$ cat config.mk
export PLATFORM = sky130hd
export DESIGN_NAME = spi_register_access_framer
export DESIGN_NICKNAME = d
export VERILOG_FILES = /design/src/hdl/srf_pkg.sv /design/src/hdl/srf_front.sv /design/src/hdl/srf_queue.sv /design/src/hdl/srf_back.sv /design/src/hdl/spi_register_access_framer.sv
export VERILOG_INCLUDE_DIRS = /design/src /design/src/hdl
export SDC_FILE = /design/constraint.sdc
export NUM_CORES = 1
export LEC_CHECK = 0
export BUFFER_PORTS_ARGS = -buffer_cell sky130_fd_sc_hd__buf_2
export CAP_MARGIN = 15
export CELL_PAD_IN_SITES_DETAIL_PLACEMENT = 0
export CELL_PAD_IN_SITES_GLOBAL_PLACEMENT = 1
export CORE_MARGIN = 1
export CORE_UTILIZATION = 30
export CTS_CLUSTER_SIZE = 40
export DETAILED_ROUTE_END_ITERATION = 8
export PLACE_DENSITY = 0.63
export SYNTH_ARGS = -nofsm -noshare
export SYNTH_HDL_FRONTEND = slang
export SYNTH_SLANG_ARGS = --single-unit
$ cat constraint.sdc
create_clock -name clk -period 6.25 [get_ports clk]
set_clock_uncertainty 0.05 [all_clocks]
set_input_delay 0 -clock clk [delete_from_list [all_inputs] [get_ports clk]]
set_output_delay 0 -clock clk [all_outputs]
set_load 0.01 [all_outputs]
$ cat src/hdl/assert_macros.svh
// Assertion helper macros shared by the framer RTL.
// No dependencies; included by the modules that carry assertions.
`ifndef ASSERT_MACROS_SVH
`define ASSERT_MACROS_SVH

// expr must never be true outside reset
`define ASSERT_NEVER(label, clk, rst, expr) \
  label: assert property (@(posedge clk) disable iff (rst) !(expr)) \
    else $error("assertion failed: never");

// a implies c in the same cycle
`define ASSERT_IMPL(label, clk, rst, a, c) \
  label: assert property (@(posedge clk) disable iff (rst) (a) |-> (c)) \
    else $error("assertion failed: implication");

// a implies c in the following cycle
`define ASSERT_NEXT(label, clk, rst, a, c) \
  label: assert property (@(posedge clk) disable iff (rst) (a) |=> (c)) \
    else $error("assertion failed: next-cycle implication");

`endif

$ cat src/hdl/srf_pkg.sv
// Types and constants for the SPI register access framer.
// No dependencies; imported by every framer module.
package srf_pkg;

  localparam logic       CMD_START = 1'b0;
  localparam logic       CMD_DATA  = 1'b1;

  localparam logic [1:0] VAR_PER_BYTE = 2'd0;
  localparam logic [1:0] VAR_LEN_HDR  = 2'd1;
  localparam logic [1:0] VAR_BLK_HDR  = 2'd2;
  localparam logic [1:0] VAR_UNUSED   = 2'd3;

  localparam logic [7:0] OP_WRITE = 8'hF0;
  localparam logic [7:0] OP_READ  = 8'h0F;

  // block-select control bits, variant 2
  localparam logic [4:0] CTL_COMMON_RD = 5'h00;
  localparam logic [4:0] CTL_COMMON_WR = 5'h04;
  localparam logic [4:0] CTL_SOCK_RD   = 5'h08;
  localparam logic [4:0] CTL_SOCK_WR   = 5'h0C;
  localparam logic [4:0] CTL_TX_RD     = 5'h10;
  localparam logic [4:0] CTL_TX_WR     = 5'h14;
  localparam logic [4:0] CTL_RX_RD     = 5'h18;
  localparam logic [4:0] CTL_RX_WR     = 5'h1C;

  // one queued burst of up to four bus bytes; bytes[0] goes out first
  typedef struct packed {
    logic [3:0][7:0] bytes;
    logic [1:0]      last_idx;
    logic            fe;
  } desc_t;

endpackage

$ cat src/hdl/srf_front.sv
// Front end: accepts input beats, holds the access state and the variant
// register, and turns each beat into a byte burst descriptor. Uses srf_pkg.
module srf_front (
  input  logic          clk,
  input  logic          rst,
  input  logic          cfg_we,
  input  logic [1:0]    cfg_wdata,
  input  logic          in_valid,
  output logic          in_ready,
  input  logic          cmd,
  input  logic          is_write,
  input  logic [15:0]   address,
  input  logic [14:0]   length,
  input  logic [7:0]    data_byte,
  input  logic          q_full,
  output logic          push,
  output srf_pkg::desc_t push_desc
);
  import srf_pkg::*;

  logic [1:0]  frame_variant;
  logic        write_mode;
  logic [15:0] address_counter;
  logic [14:0] bytes_remaining;
  logic        accept;
  logic        has_res;
  logic [7:0]  wbyte;
  logic [7:0]  hi;
  logic [4:0]  ctl_lo;
  logic [2:0]  ctl_blk;

  assign in_ready = !rst && !q_full;
  assign accept   = in_valid && in_ready;
  assign push     = accept && has_res;
  assign wbyte    = write_mode ? data_byte : 8'h00;

  // block-select mapping for the three-byte header
  always_comb begin
    priority if (address[15:8] == 8'h00) begin
      hi      = 8'h00;
      ctl_blk = 3'd0;
      ctl_lo  = is_write ? CTL_COMMON_WR : CTL_COMMON_RD;
    end else if (!address[15]) begin
      hi      = 8'h00;
      ctl_blk = address[10:8];
      ctl_lo  = is_write ? CTL_SOCK_WR : CTL_SOCK_RD;
    end else if (!address[14]) begin
      hi      = address[15:8];
      ctl_blk = address[13:11];
      ctl_lo  = is_write ? CTL_TX_WR : CTL_TX_RD;
    end else begin
      hi      = address[15:8];
      ctl_blk = address[13:11];
      ctl_lo  = is_write ? CTL_RX_WR : CTL_RX_RD;
    end
  end

  always_comb begin
    push_desc = '0;
    has_res   = 1'b0;
    if (cmd == CMD_START) begin
      unique case (frame_variant)
        VAR_PER_BYTE: has_res = 1'b0;
        VAR_LEN_HDR: begin
          has_res            = 1'b1;
          push_desc.bytes[0] = address[15:8];
          push_desc.bytes[1] = address[7:0];
          push_desc.bytes[2] = {is_write, length[14:8]};
          push_desc.bytes[3] = length[7:0];
          push_desc.last_idx = 2'd3;
          push_desc.fe       = (length == 15'd0);
        end
        VAR_BLK_HDR, VAR_UNUSED: begin
          has_res            = 1'b1;
          push_desc.bytes[0] = hi;
          push_desc.bytes[1] = address[7:0];
          push_desc.bytes[2] = {ctl_blk, ctl_lo};
          push_desc.last_idx = 2'd2;
          push_desc.fe       = (length == 15'd0);
        end
        default: has_res = 1'b0;
      endcase
    end else if (bytes_remaining != 15'd0) begin
      has_res = 1'b1;
      if (frame_variant == VAR_PER_BYTE) begin
        push_desc.bytes[0] = write_mode ? OP_WRITE : OP_READ;
        push_desc.bytes[1] = address_counter[15:8];
        push_desc.bytes[2] = address_counter[7:0];
        push_desc.bytes[3] = wbyte;
        push_desc.last_idx = 2'd3;
        push_desc.fe       = 1'b1;
      end else begin
        push_desc.bytes[0] = wbyte;
        push_desc.last_idx = 2'd0;
        push_desc.fe       = (bytes_remaining == 15'd1);
      end
    end
  end

  always_ff @(posedge clk) begin
    if (rst) begin
      frame_variant   <= VAR_PER_BYTE;
      write_mode      <= 1'b0;
      address_counter <= 16'd0;
      bytes_remaining <= 15'd0;
    end else begin
      if (cfg_we) begin
        frame_variant <= cfg_wdata;
      end
      if (accept) begin
        if (cmd == CMD_START) begin
          write_mode      <= is_write;
          address_counter <= address;
          bytes_remaining <= length;
        end else if (bytes_remaining != 15'd0) begin
          address_counter <= address_counter + 16'd1;
          bytes_remaining <= bytes_remaining - 15'd1;
        end
      end
    end
  end

endmodule

$ cat src/hdl/srf_queue.sv
// Small descriptor queue between the framer front and back ends.
// Uses srf_pkg and assert_macros.svh.
module srf_queue #(
  parameter int DEPTH = 4
) (
  input  logic           clk,
  input  logic           rst,
  input  logic           push,
  input  srf_pkg::desc_t push_desc,
  output logic           full,
  input  logic           pop,
  output logic           empty,
  output srf_pkg::desc_t pop_desc
);
  import srf_pkg::*;
  `include "assert_macros.svh"

  localparam int PW = (DEPTH > 1) ? $clog2(DEPTH) : 1;
  localparam int CW = $clog2(DEPTH + 1);

  desc_t         entries [DEPTH];
  logic [PW-1:0] wr_ptr;
  logic [PW-1:0] rd_ptr;
  logic [CW-1:0] count;

  assign full     = (count == CW'(DEPTH));
  assign empty    = (count == '0);
  assign pop_desc = entries[rd_ptr];

  always_ff @(posedge clk) begin
    if (push) begin
      entries[wr_ptr] <= push_desc;
    end
  end

  always_ff @(posedge clk) begin
    if (rst) begin
      wr_ptr <= '0;
      rd_ptr <= '0;
      count  <= '0;
    end else begin
      if (push) begin
        wr_ptr <= (wr_ptr == PW'(DEPTH - 1)) ? '0 : wr_ptr + 1'b1;
      end
      if (pop) begin
        rd_ptr <= (rd_ptr == PW'(DEPTH - 1)) ? '0 : rd_ptr + 1'b1;
      end
      if (push && !pop) begin
        count <= count + 1'b1;
      end else if (pop && !push) begin
        count <= count - 1'b1;
      end
    end
  end

  `ASSERT_NEVER(a_push_full, clk, rst, push && full)
  `ASSERT_NEVER(a_pop_empty, clk, rst, pop && empty)
  `ASSERT_NEXT(a_count_up, clk, rst, push && !pop, count == CW'($past(count) + 1'b1))
  `ASSERT_IMPL(a_ptr_sync, clk, rst, empty, wr_ptr == rd_ptr)

endmodule

$ cat src/hdl/srf_back.sv
// Back end: takes descriptors from the queue and sends their bytes one
// beat per cycle on the output channel while out_ready is high. Uses srf_pkg.
module srf_back (
  input  logic           clk,
  input  logic           rst,
  input  logic           q_empty,
  input  srf_pkg::desc_t q_desc,
  output logic           pop,
  output logic           out_valid,
  input  logic           out_ready,
  output logic [7:0]     spi_byte,
  output logic           frame_end,
  output logic           last
);
  import srf_pkg::*;

  desc_t      cur;
  logic       busy;
  logic [1:0] idx;
  logic       done;

  assign out_valid = busy;
  assign last      = (idx == cur.last_idx);
  assign spi_byte  = cur.bytes[idx];
  assign frame_end = cur.fe && last;
  assign done      = busy && out_ready && last;
  // load the next burst when idle or as the current one completes
  assign pop       = !q_empty && (!busy || done);

  always_ff @(posedge clk) begin
    if (pop) begin
      cur <= q_desc;
    end
  end

  always_ff @(posedge clk) begin
    if (rst) begin
      busy <= 1'b0;
      idx  <= 2'd0;
    end else begin
      if (pop) begin
        busy <= 1'b1;
        idx  <= 2'd0;
      end else if (done) begin
        busy <= 1'b0;
      end else if (busy && out_ready) begin
        idx <= idx + 2'd1;
      end
    end
  end

endmodule

$ cat src/hdl/spi_register_access_framer.sv
// SPI register access framer: input beats (start or data) become bus bytes in
// one of three framings selected by cfg_wdata. An input beat is taken every
// cycle while the descriptor queue (QUEUE_DEPTH entries) has room; the output
// side sends one byte per cycle while out_ready is high. An item makes 4 bytes
// for a per-byte frame or length header, 3 for a block header, 1 for a data
// byte in header variants, and none for the other items, which only take up an
// input beat. The back-end byte serializer sets the sustained rate. Requires
// QUEUE_DEPTH >= 2.
module spi_register_access_framer #(
  parameter int QUEUE_DEPTH = 4
) (
  input  logic        clk,
  input  logic        rst,
  input  logic        cfg_we,
  input  logic [1:0]  cfg_wdata,
  input  logic        in_valid,
  output logic        in_ready,
  input  logic        cmd,
  input  logic        is_write,
  input  logic [15:0] address,
  input  logic [14:0] length,
  input  logic [7:0]  data_byte,
  output logic        out_valid,
  input  logic        out_ready,
  output logic [7:0]  spi_byte,
  output logic        frame_end,
  output logic        last
);
  import srf_pkg::*;

  logic  q_full;
  logic  q_empty;
  logic  push;
  logic  pop;
  desc_t push_desc;
  desc_t pop_desc;

  srf_front u_front (
    .clk       (clk),
    .rst       (rst),
    .cfg_we    (cfg_we),
    .cfg_wdata (cfg_wdata),
    .in_valid  (in_valid),
    .in_ready  (in_ready),
    .cmd       (cmd),
    .is_write  (is_write),
    .address   (address),
    .length    (length),
    .data_byte (data_byte),
    .q_full    (q_full),
    .push      (push),
    .push_desc (push_desc)
  );

  srf_queue #(
    .DEPTH (QUEUE_DEPTH)
  ) u_queue (
    .clk       (clk),
    .rst       (rst),
    .push      (push),
    .push_desc (push_desc),
    .full      (q_full),
    .pop       (pop),
    .empty     (q_empty),
    .pop_desc  (pop_desc)
  );

  srf_back u_back (
    .clk       (clk),
    .rst       (rst),
    .q_empty   (q_empty),
    .q_desc    (pop_desc),
    .pop       (pop),
    .out_valid (out_valid),
    .out_ready (out_ready),
    .spi_byte  (spi_byte),
    .frame_end (frame_end),
    .last      (last)
  );

endmodule

==> impl_metrics.py, run 1 <==
metrics = {
    "global_route": {
        "track_usage_pct": 14.94,
        "grt-ovfl-total": 0,
        "grt_pass1_vias": 6000,
        "grt_start_max_net_pins": 55,
        "grt_pass1_wl_um": 37180,
        "antenna_found_initial": 0,
    },
    "synth": {
        "syn_nets": 738,
        "synth_cell_types": 61,
        "synth-simple-area-share_pct": 8.868,
        "yosys.area.top_type_share_pct": 55.18,
        "synth_top_cell_by_area": "edfxtp_1",
        "synth_seq_area_share_pct": 64.42,
        "ys.flop_type": "edfxtp_1",
        "async_flop_share_pct": 0,
        "yosysWarningCount": 0,
        "syn_avg_cell_area_um2": 14.03,
        "synth_seq_cells": 219,
        "synthMuxAreaShare_pct": 11.38,
        "synth_compound_area_share_pct": 10.55,
        "synth_fa_ha_area_share_pct": 1.524,
        "synth-xor-area-share_pct": 0.4598,
        "synthesis.area_mm2": 0.009524,
        "synth_edf_count": 175,
        "synth.most_common_cell": "edfxtp_1",
        "synth_common_cells": "175 x edfxtp_1, 59 x nand2_1, 45 x a21oi_1",
        "synth.top_cells.by_area": "edfxtp_1 55%, mux4_2 10%, dfxtp_1 9.2%, a21oi_1 2.4%, nand2_1 2.3%",
        "synth_top_family_by_area": "multiplexers",
        "synth_cells": 679,
    },
    "worst_setup_path": {
        "r2r-end": "u_queue.entries[2][34]",
        "critPathLaunchType": "flip-flop",
        "critical_path_class": "reg -> reg",
        "path_delay_family": "simple AND/OR/NAND/NOR gates",
        "critPathBufInv": 1,
        "crit_chain": "or4_1, nor4_2, nor2_1, and2_1, a22o_1, dlygate4sd3_1",
        "slowest_stage": "or4_1",
        "ff2ff_path_depth": 6,
        "max_stage_delay_ps": 670,
        "cp_max_fo": 10,
        "timing.rr.start": "u_front.bytes_remaining[8]",
        "cp.required_ps": 6430,
        "timing.critical_path.from": "u_front.bytes_remaining[8]",
        "end_kind": "flip-flop",
        "worstPathArrival_ps": 3450,
        "reg2reg_slack_ps": 2980,
    },
    "placement": {
        "port_buffers": 59,
        "dp_slack_ps": 3012,
        "dpl.hpwl_um": 16230,
        "place_inst": 1107,
        "place_congestion": 0.8213,
    },
    "clocking": {
        "cts_buffer_depth": 3,
        "cts_tree": "yes",
        "postCtsSetupRepairBufs": 0,
        "ctsRootBufferMaster": "clkbuf_16",
        "hold_buffers": 46,
        "clkLatencyLatePin_ps": 510,
        "numCtsBuffers": 25,
        "clk_pin_slew_worst_paths_ps": 60,
        "cts_sinks": 219,
        "ctsResizeCount": 0,
        "h-tree-depth": 1,
    },
    "min_path": {
        "min-delay-path-class": "in -> reg",
        "holdPathStages": 2,
        "hp-start": "length[4]",
        "whs_endpoint": "u_queue.entries[0][31]",
    },
    "detailed_routing": {
        "vias": 6191,
        "route.detailed.drc": 0,
        "routedWlPerCell_um": 20.38,
        "wl_um": 24420,
        "avgViaCountPerCell": 5.168,
        "drt_pass1_iterations": 5,
        "postRouteAntennaNets": 0,
        "drt_iter0_drc": 500,
    },
    "final_layout": {
        "area_growth_pct": 20.68,
        "fillers": 2968,
        "drive_gt1_share_pct": 20.57,
        "finalNonFillerCells": 1198,
        "fin_util_pct": 37.18,
        "antenna_cells": 0,
        "nets": 843,
    },
    "run_status": {
        "violations": "hold timing",
        "status": "finished, violations left",
    },
    "sta": {
        "final.min_clock_period_ps": 3271,
        "drv_slew": 0,
        "holdWs_ps": -5.402,
        "tightest_slew_ps": 954.3,
        "timing.fmax_mhz": 305.7,
        "relSlewSlack_pct": 36.14,
        "setup_viol": 0,
        "finalHoldViolCount": 4,
        "rsz0062_at_grt": "no",
        "period_share_pct": 52.33,
        "setup_slack_ps": 2979,
        "setup_tns_ps": 0,
    },
    "flow_run": {
        "drv_cap": 0,
    },
    "power": {
        "ir_worst_vdd_v": 0.0001518,
        "leakagePower_nw": 3.884,
        "p_per_area_mw_per_mm2": 378.0,
    },
    "die": {
        "ioPinCount": 60,
        "start_util_pct": 30.81,
        "die_x_um": 180.2,
        "dieHeight_um": 180.2,
        "num_rows": 64,
        "dieArea_mm2": 0.03246,
        "core-area_mm2": 0.03091,
    },
}
[area by class of cell]
class                   count  area, um2  area share (%)
flip-flops and latches    219       6137           53.40
multi-input cells         393       3133           27.26
repair buffers            118      853.3           7.424
clock buffers              37      700.7           6.096
well taps                 396      495.5           4.311
inverters                  27      101.3          0.8818
clock inverters             8      72.57          0.6314
[metal layers]
metal	wire, um	track usage [%]	part of all wire (%)	vias to the layer above
li1	-	-	-	2882
met2	11460	24.06	47	164
met5	0	0	0	-
met1	11600	21.63	48	3122
met3	1088	2.041	4.5	23
met4	267	2.701	1.1	0
[metrics by stage]
step,power [mW],area (um2),hold slack [ps]
3_5_place_dp,3.003,10260,204.9
3_3_place_gp,2.992,10260,202.7
6_report,4.344,11490,-5.402
5_1_grt,4.570,11490,0.9028
4_1_cts,4.401,11490,1.140
2_1_floorplan,2.683,9524,86.05
[registers in the layout, indices dropped and copies added, names as in the netlist, 2 cells and up]
register	count
u_queue.count	3
u_queue.rd_ptr	2
u_front.bytes_remaining	15
u_front.address_counter	16
u_queue.entries	140
u_front.frame_variant	2
u_queue.wr_ptr	2
u_back.idx	2
u_back.cur	35
[worst max-delay path by stage]
stage | cells after the start | end | slack [ps]
floorplan | 11 | u_queue.count[2] | 2080
global placement | 11 | u_queue.count[2] | 3070
global route | 11 | u_queue.count[2] | 2640
detailed placement | 11 | u_queue.count[2] | 3010
CTS | 6 | u_queue.entries[2][34] | 2970
finish | 6 | u_queue.entries[2][34] | 2980
[cells in the final DEF (no fill, tap or decap), types with 6 or more instances in the layout]
cell and n:
nand4_1 6, nor4_1 9, buf_4 13, and2_1 6, o21ai_0 21, clkbuf_1 9, a22o_1 10, ha_1 10
o32ai_1 13, o22ai_1 8, nand3_1 10, dfxtp_1 43, buf_2 59, o21ai_1 9, mux4_2 43, mux2i_1 7
inv_1 27, a21oi_1 44, nand2_1 59, nor3_1 13, nor2_1 36, dlygate4sd3_1 46, edfxtp_1 175, clkbuf_16 25
[kinds of logic (layout without fill, tap and decap cells)]
kind of cell / after synthesis / after routing
fa+ha+maj: 11 / 11
flops: 219 / 219
simple gates: 171 / 171
xor+xnor: 5 / 5
compound gates: 152 / 152
buf+inv: 67 / 190
mux: 54 / 54
[report_power, final]
group | switching, mW | total, mW | leakage [nW] | internal [mW]
clock network | 0.550 | 1.37 | 0.374 | 0.816
logic | 0.545 | 0.969 | 1.52 | 0.424
registers | 0.135 | 2.01 | 1.99 | 1.87
total | 1.23 | 4.34 | 3.88 | 3.11
Power figures use the tool's default switching activity.
==> inputs of run 2 (changes only) <==
clock period = 3.1 ns   (was 6.25 ns; I/O delays follow)
==> impl_metrics.py, run 2 (synthesis results as in run 1) <==
metrics = {
    "power": {
        "ir_worst_vdd_v": 0.0003813,
        "p_int_mw": 6.539,
        "clock_power_share_pct": 33.2,
        "p_seq_share_pct": 44.1,
        "pwr-share-comb_pct": 22.7,
        "p_per_area_mw_per_mm2": 777.7,
        "switching_share_pct": 28.21,
        "leakagePower_nw": 3.991,
        "power.switching_mw": 2.569,
        "power.total_mw": 9.108,
    },
    "final_layout": {
        "final_cell_mix": "175 x edfxtp_1, 59 x nand2_1, 59 x buf_2",
        "mostFrequentLayoutCell": "edfxtp_1",
        "reg.largest.list": "u_queue.entries (140), u_back.cur (35), u_front.address_counter (16)",
        "largest_reg_flops": 140,
        "fillers": 2996,
        "final_cell_area_mm2": 0.01171,
        "area_growth_pct": 22.96,
        "drive_gt1_share_pct": 22.60,
        "antenna_cells": 0,
        "regMostFlops": "u_queue.entries",
        "nets": 855,
        "fin_util_pct": 37.89,
    },
    "sta": {
        "holdWs_ps": 59.34,
        "final.min_clock_period_ps": 2744,
        "drv_slew": 0,
        "setup_tns_ps": 0,
        "period_share_pct": 88.52,
        "tightest_slew_ps": 964.6,
        "relSlewSlack_pct": 35.70,
        "setup_viol": 0,
        "timing.fmax_mhz": 364.4,
        "finalHoldViolCount": 0,
        "rsz0062_at_grt": "no",
    },
    "worst_setup_path": {
        "critPathLaunchType": "flip-flop",
        "critical_path_class": "reg -> reg",
        "worstPathArrival_ps": 2940,
        "ff2ff_path_depth": 6,
        "end_kind": "flip-flop",
        "cp.required_ps": 3290,
        "cp_max_fo": 10,
    },
    "detailed_routing": {
        "postRouteAntennaNets": 0,
        "drt_iter0_drc": 386,
        "drt_pass1_iterations": 5,
        "wl_um": 24770,
        "avgViaCountPerCell": 5.179,
        "routedWlPerCell_um": 20.47,
        "route.detailed.drc": 0,
        "vias": 6266,
    },
    "die": {
        "dieArea_mm2": 0.03246,
        "start_util_pct": 30.81,
        "ioPinCount": 60,
        "core-area_mm2": 0.03091,
        "num_rows": 64,
        "dieHeight_um": 180.2,
        "die_x_um": 180.2,
    },
    "clocking": {
        "hold_buffers": 48,
        "ctsRootBufferMaster": "clkbuf_16",
        "clkLatencyLatePin_ps": 520,
        "ctsResizeCount": 0,
        "clk_pin_slew_worst_paths_ps": 60,
        "cts_sinks": 219,
        "cts_tree": "yes",
        "cts_buffer_depth": 3,
        "h-tree-depth": 1,
        "postCtsSetupRepairBufs": 0,
        "numCtsBuffers": 24,
    },
    "flow_run": {
        "drv_cap": 0,
    },
    "global_route": {
        "track_usage_pct": 15.32,
        "grt_pass1_vias": 6230,
        "antenna_found_initial": 1,
        "grt_start_max_net_pins": 48,
        "grt_pass1_wl_um": 38060,
        "grt-ovfl-total": 0,
    },
    "min_path": {
        "holdPathStages": 6,
        "min-delay-path-class": "in -> reg",
    },
    "placement": {
        "dpl.hpwl_um": 16480,
        "place_congestion": 0.7880,
        "port_buffers": 59,
        "place_area_mm2": 0.01038,
    },
    "run_status": {
        "status": "finished, final reports clean",
    },
}
[run 2: layout make-up]
cell class | instances | area (um2) | area share (%)
clock buffer | 28 | 646.9 | 5.524
tap | 396 | 495.5 | 4.231
multi-input combinational | 393 | 3137 | 26.78
inverter | 27 | 101.3 | 0.8654
timing repair buffer | 131 | 993.5 | 8.483
sequential | 219 | 6137 | 52.40
clock inverter | 16 | 200.2 | 1.709
[run 2: worst paths after layout]
check	from	end	slack (ps)
max	u_front.bytes_remaining[8]	u_queue.entries[0][31]	360
min	in_valid	u_front.bytes_remaining[3]	60
max reg2reg	u_front.bytes_remaining[8]	u_queue.entries[0][31]	360
min reg2reg	u_front.bytes_remaining[13]	u_front.bytes_remaining[13]	450
[run 2: layer usage]
layer | global-route usage, % | part of all wire (%)
met1 | 20.84 | 45
met2 | 25.86 | 49
met3 | 2.203 | 4.8
met4 | 3.385 | 1.4
met5 | 0 | 0
[run 2: power groups by stage]
stage          sequential [mW]  clock, mW  combinational (mW)
6_report                  4.02       3.02                2.07
5_1_grt                   4.08       3.19                2.28
4_1_cts                   4.03       3.08                2.11
3_5_place_dp              4.09          0                2.05
3_3_place_gp              4.07          0                2.05
2_1_floorplan             3.96          0                1.44
[run 2: per-stage QoR]
| step | setup WS (ps) | std cells |
|---|---|---|
| finish | 355.8 | 1210 |
| global route | 153.9 | 1210 |
| CTS | 379.6 | 1210 |
| detailed placement | 391.5 | 1118 |
| floorplan | 198.7 | 679 |
| global placement | 391.6 | 1118 |
[run 2: critical path: stages, from the launching register on]
cell	delay (ps)
dfxtp_1	330
or4_1	660
nor4_2	380
buf_4	190
nor2_1	160
and2_1	360
a22o_1	350
==> inputs of run 3 (changes only) <==
PLACE_DENSITY = not set   (was 0.63)
PLACE_DENSITY_LB_ADDON = 0.1   (was not set)
==> impl_metrics.py, run 3 (synthesis results as in run 1) <==
metrics = {
    "min_path": {
        "min-delay-path-class": "in -> reg",
        "hp-start": "in_valid",
    },
    "die": {
        "ioPinCount": 60,
        "dieArea_mm2": 0.03246,
        "core-area_mm2": 0.03091,
        "die_x_um": 180.2,
        "start_util_pct": 30.81,
        "dieHeight_um": 180.2,
        "num_rows": 64,
    },
    "run_status": {
        "status": "finished, final reports clean",
    },
    "final_layout": {
        "area_growth_pct": 22.24,
        "reg.largest.list": "u_queue.entries (140), u_back.cur (35), u_front.address_counter (16)",
        "final_cell_mix": "175 x edfxtp_1, 59 x nand2_1, 59 x buf_2",
        "drive_gt1_share_pct": 21.57,
        "mostFrequentLayoutCell": "edfxtp_1",
        "nets": 856,
        "largest_reg_flops": 140,
        "regMostFlops": "u_queue.entries",
        "fin_util_pct": 37.67,
        "fillers": 2994,
        "antenna_cells": 0,
        "finalNonFillerCells": 1212,
        "final_cell_area_mm2": 0.01164,
    },
    "placement": {
        "place_congestion": 0.8073,
        "dpl.hpwl_um": 17540,
        "port_buffers": 59,
        "place_area_mm2": 0.01038,
        "place_inst": 1119,
    },
    "clocking": {
        "clkLatencyLatePin_ps": 520,
        "cts_buffer_depth": 3,
        "cts_tree": "yes",
        "clk_pin_slew_worst_paths_ps": 60,
        "numCtsBuffers": 25,
        "ctsRootBufferMaster": "clkbuf_16",
        "h-tree-depth": 1,
        "cts_sinks": 219,
    },
    "sta": {
        "period_share_pct": 89.59,
        "relSlewSlack_pct": 31.64,
        "timing.fmax_mhz": 360.1,
        "tightest_slew_ps": 1025,
        "setup_viol": 0,
        "final.min_clock_period_ps": 2777,
        "rsz0062_at_grt": "no",
        "setup_tns_ps": 0,
        "finalHoldViolCount": 0,
        "drv_slew": 0,
    },
    "detailed_routing": {
        "routedWlPerCell_um": 21.79,
        "route.detailed.drc": 0,
        "drt_pass1_iterations": 4,
        "avgViaCountPerCell": 5.198,
        "wl_um": 26410,
        "postRouteAntennaNets": 0,
        "vias": 6300,
        "drt_iter0_drc": 557,
    },
    "global_route": {
        "grt_start_max_net_pins": 45,
        "grt_pass1_vias": 6572,
        "grt-ovfl-total": 0,
        "antenna_found_initial": 2,
        "track_usage_pct": 16.34,
        "grt_pass1_wl_um": 40100,
    },
    "power": {
        "power.total_mw": 8.996,
        "leakagePower_nw": 3.969,
        "p_per_area_mw_per_mm2": 772.7,
        "ir_worst_vdd_v": 0.0004206,
    },
    "worst_setup_path": {
        "reg2reg_slack_ps": 320,
        "critPathLaunchType": "flip-flop",
        "critical_path_class": "reg -> reg",
        "cp.required_ps": 3190,
        "timing.critical_path.from": "u_front.bytes_remaining[0]",
        "slowest_stage": "and2_2",
        "max_stage_delay_ps": 820,
        "worstPathArrival_ps": 2860,
        "end_kind": "flip-flop",
        "r2r-end": "u_queue.entries[0][7]",
        "crit_chain": "inv_1, ha_1, or4b_1, nor4_2, a211oi_1, buf_4, and2_2",
        "ff2ff_path_depth": 7,
        "timing.rr.start": "u_front.bytes_remaining[0]",
        "cp_max_fo": 35,
        "cp-endpoint": "u_queue.entries[0][7]",
    },
    "flow_run": {
        "drv_cap": 0,
    },
}
==> run 3: cell types whose count changed in the layout (fill, tap and decap cells not counted), moves of 2 or more <==
cell,before,now
clkinv_2,4,2
buf_4,21,23
clkinv_1,1,6
clkbuf_1,2,8
clkinvlp_4,4,0
==> run 3: layer usage <==
metal | up-vias | wire [um] | GRT usage [%]
met3 | 39 | 977 | 1.819
met5 | - | 0 | 0
met2 | 128 | 13040 | 28.29
li1 | 2911 | - | -
met4 | 0 | 531 | 4.376
met1 | 3222 | 11860 | 21.69
==> run 3: what timing repair did <==
item                                   4_1_cts  5_1_grt
gates resized for setup                      0        0
hold buffers                                47        0
buffers inserted                             0        0
endpoints found under the hold margin      101        0
==> run 3: final cells by class <==
cell class	instances	area, um2	area share, %
Clock buffer	33	655.6	5.631
Clock inverter	13	140.1	1.204
Inverter	27	101.3	0.8705
Multi-Input combinational cell	393	3134	26.92
Sequential cell	219	6137	52.71
Tap cell	396	495.5	4.256
Timing Repair Buffer	131	978.4	8.404
==> run 3: how the worst min path moves through the flow <==
stage | to | slack [ps] | cells past startpoint
final | u_front.bytes_remaining[3] | 70 | 6
after global routing | u_queue.rd_ptr[1] | 90 | 3
after CTS | u_queue.rd_ptr[0] | 50 | 3
after detailed placement | u_front.frame_variant[0] | 200 | 3
after global placement | u_front.frame_variant[1] | 200 | 3
after floorplan | u_front.write_mode | 90 | 2
==> run 3: power breakdown <==
group	total [mW]	leakage, nW	internal (mW)	switching [mW]
combinational	2.10	1.59	0.920	1.18
sequential	4.01	1.99	3.78	0.233
clock	2.88	0.386	1.74	1.15
total	9.00	3.97	6.43	2.56
==> run 3: per-stage QoR <==
step           hold WS, ps  worst slack (ps)
6_report             66.19             322.8
2_1_floorplan        86.05             198.7
5_1_grt              91.52             46.53
3_3_place_gp         196.4             289.3
4_1_cts              53.65             255.1
3_5_place_dp         199.6             245.2
==> run 3: worst max-delay path: cells and delay by family (launching register included) <==
| kind | cells | cell delay [ps] |
|---|---|---|
| adders and majority gates | 1 | 200 |
| and+or+nand+nor | 3 | 1070 |
| DFF | 1 | 410 |
| AOI/OAI and AO/OA | 1 | 310 |
| buffers and inverters | 2 | 320 |
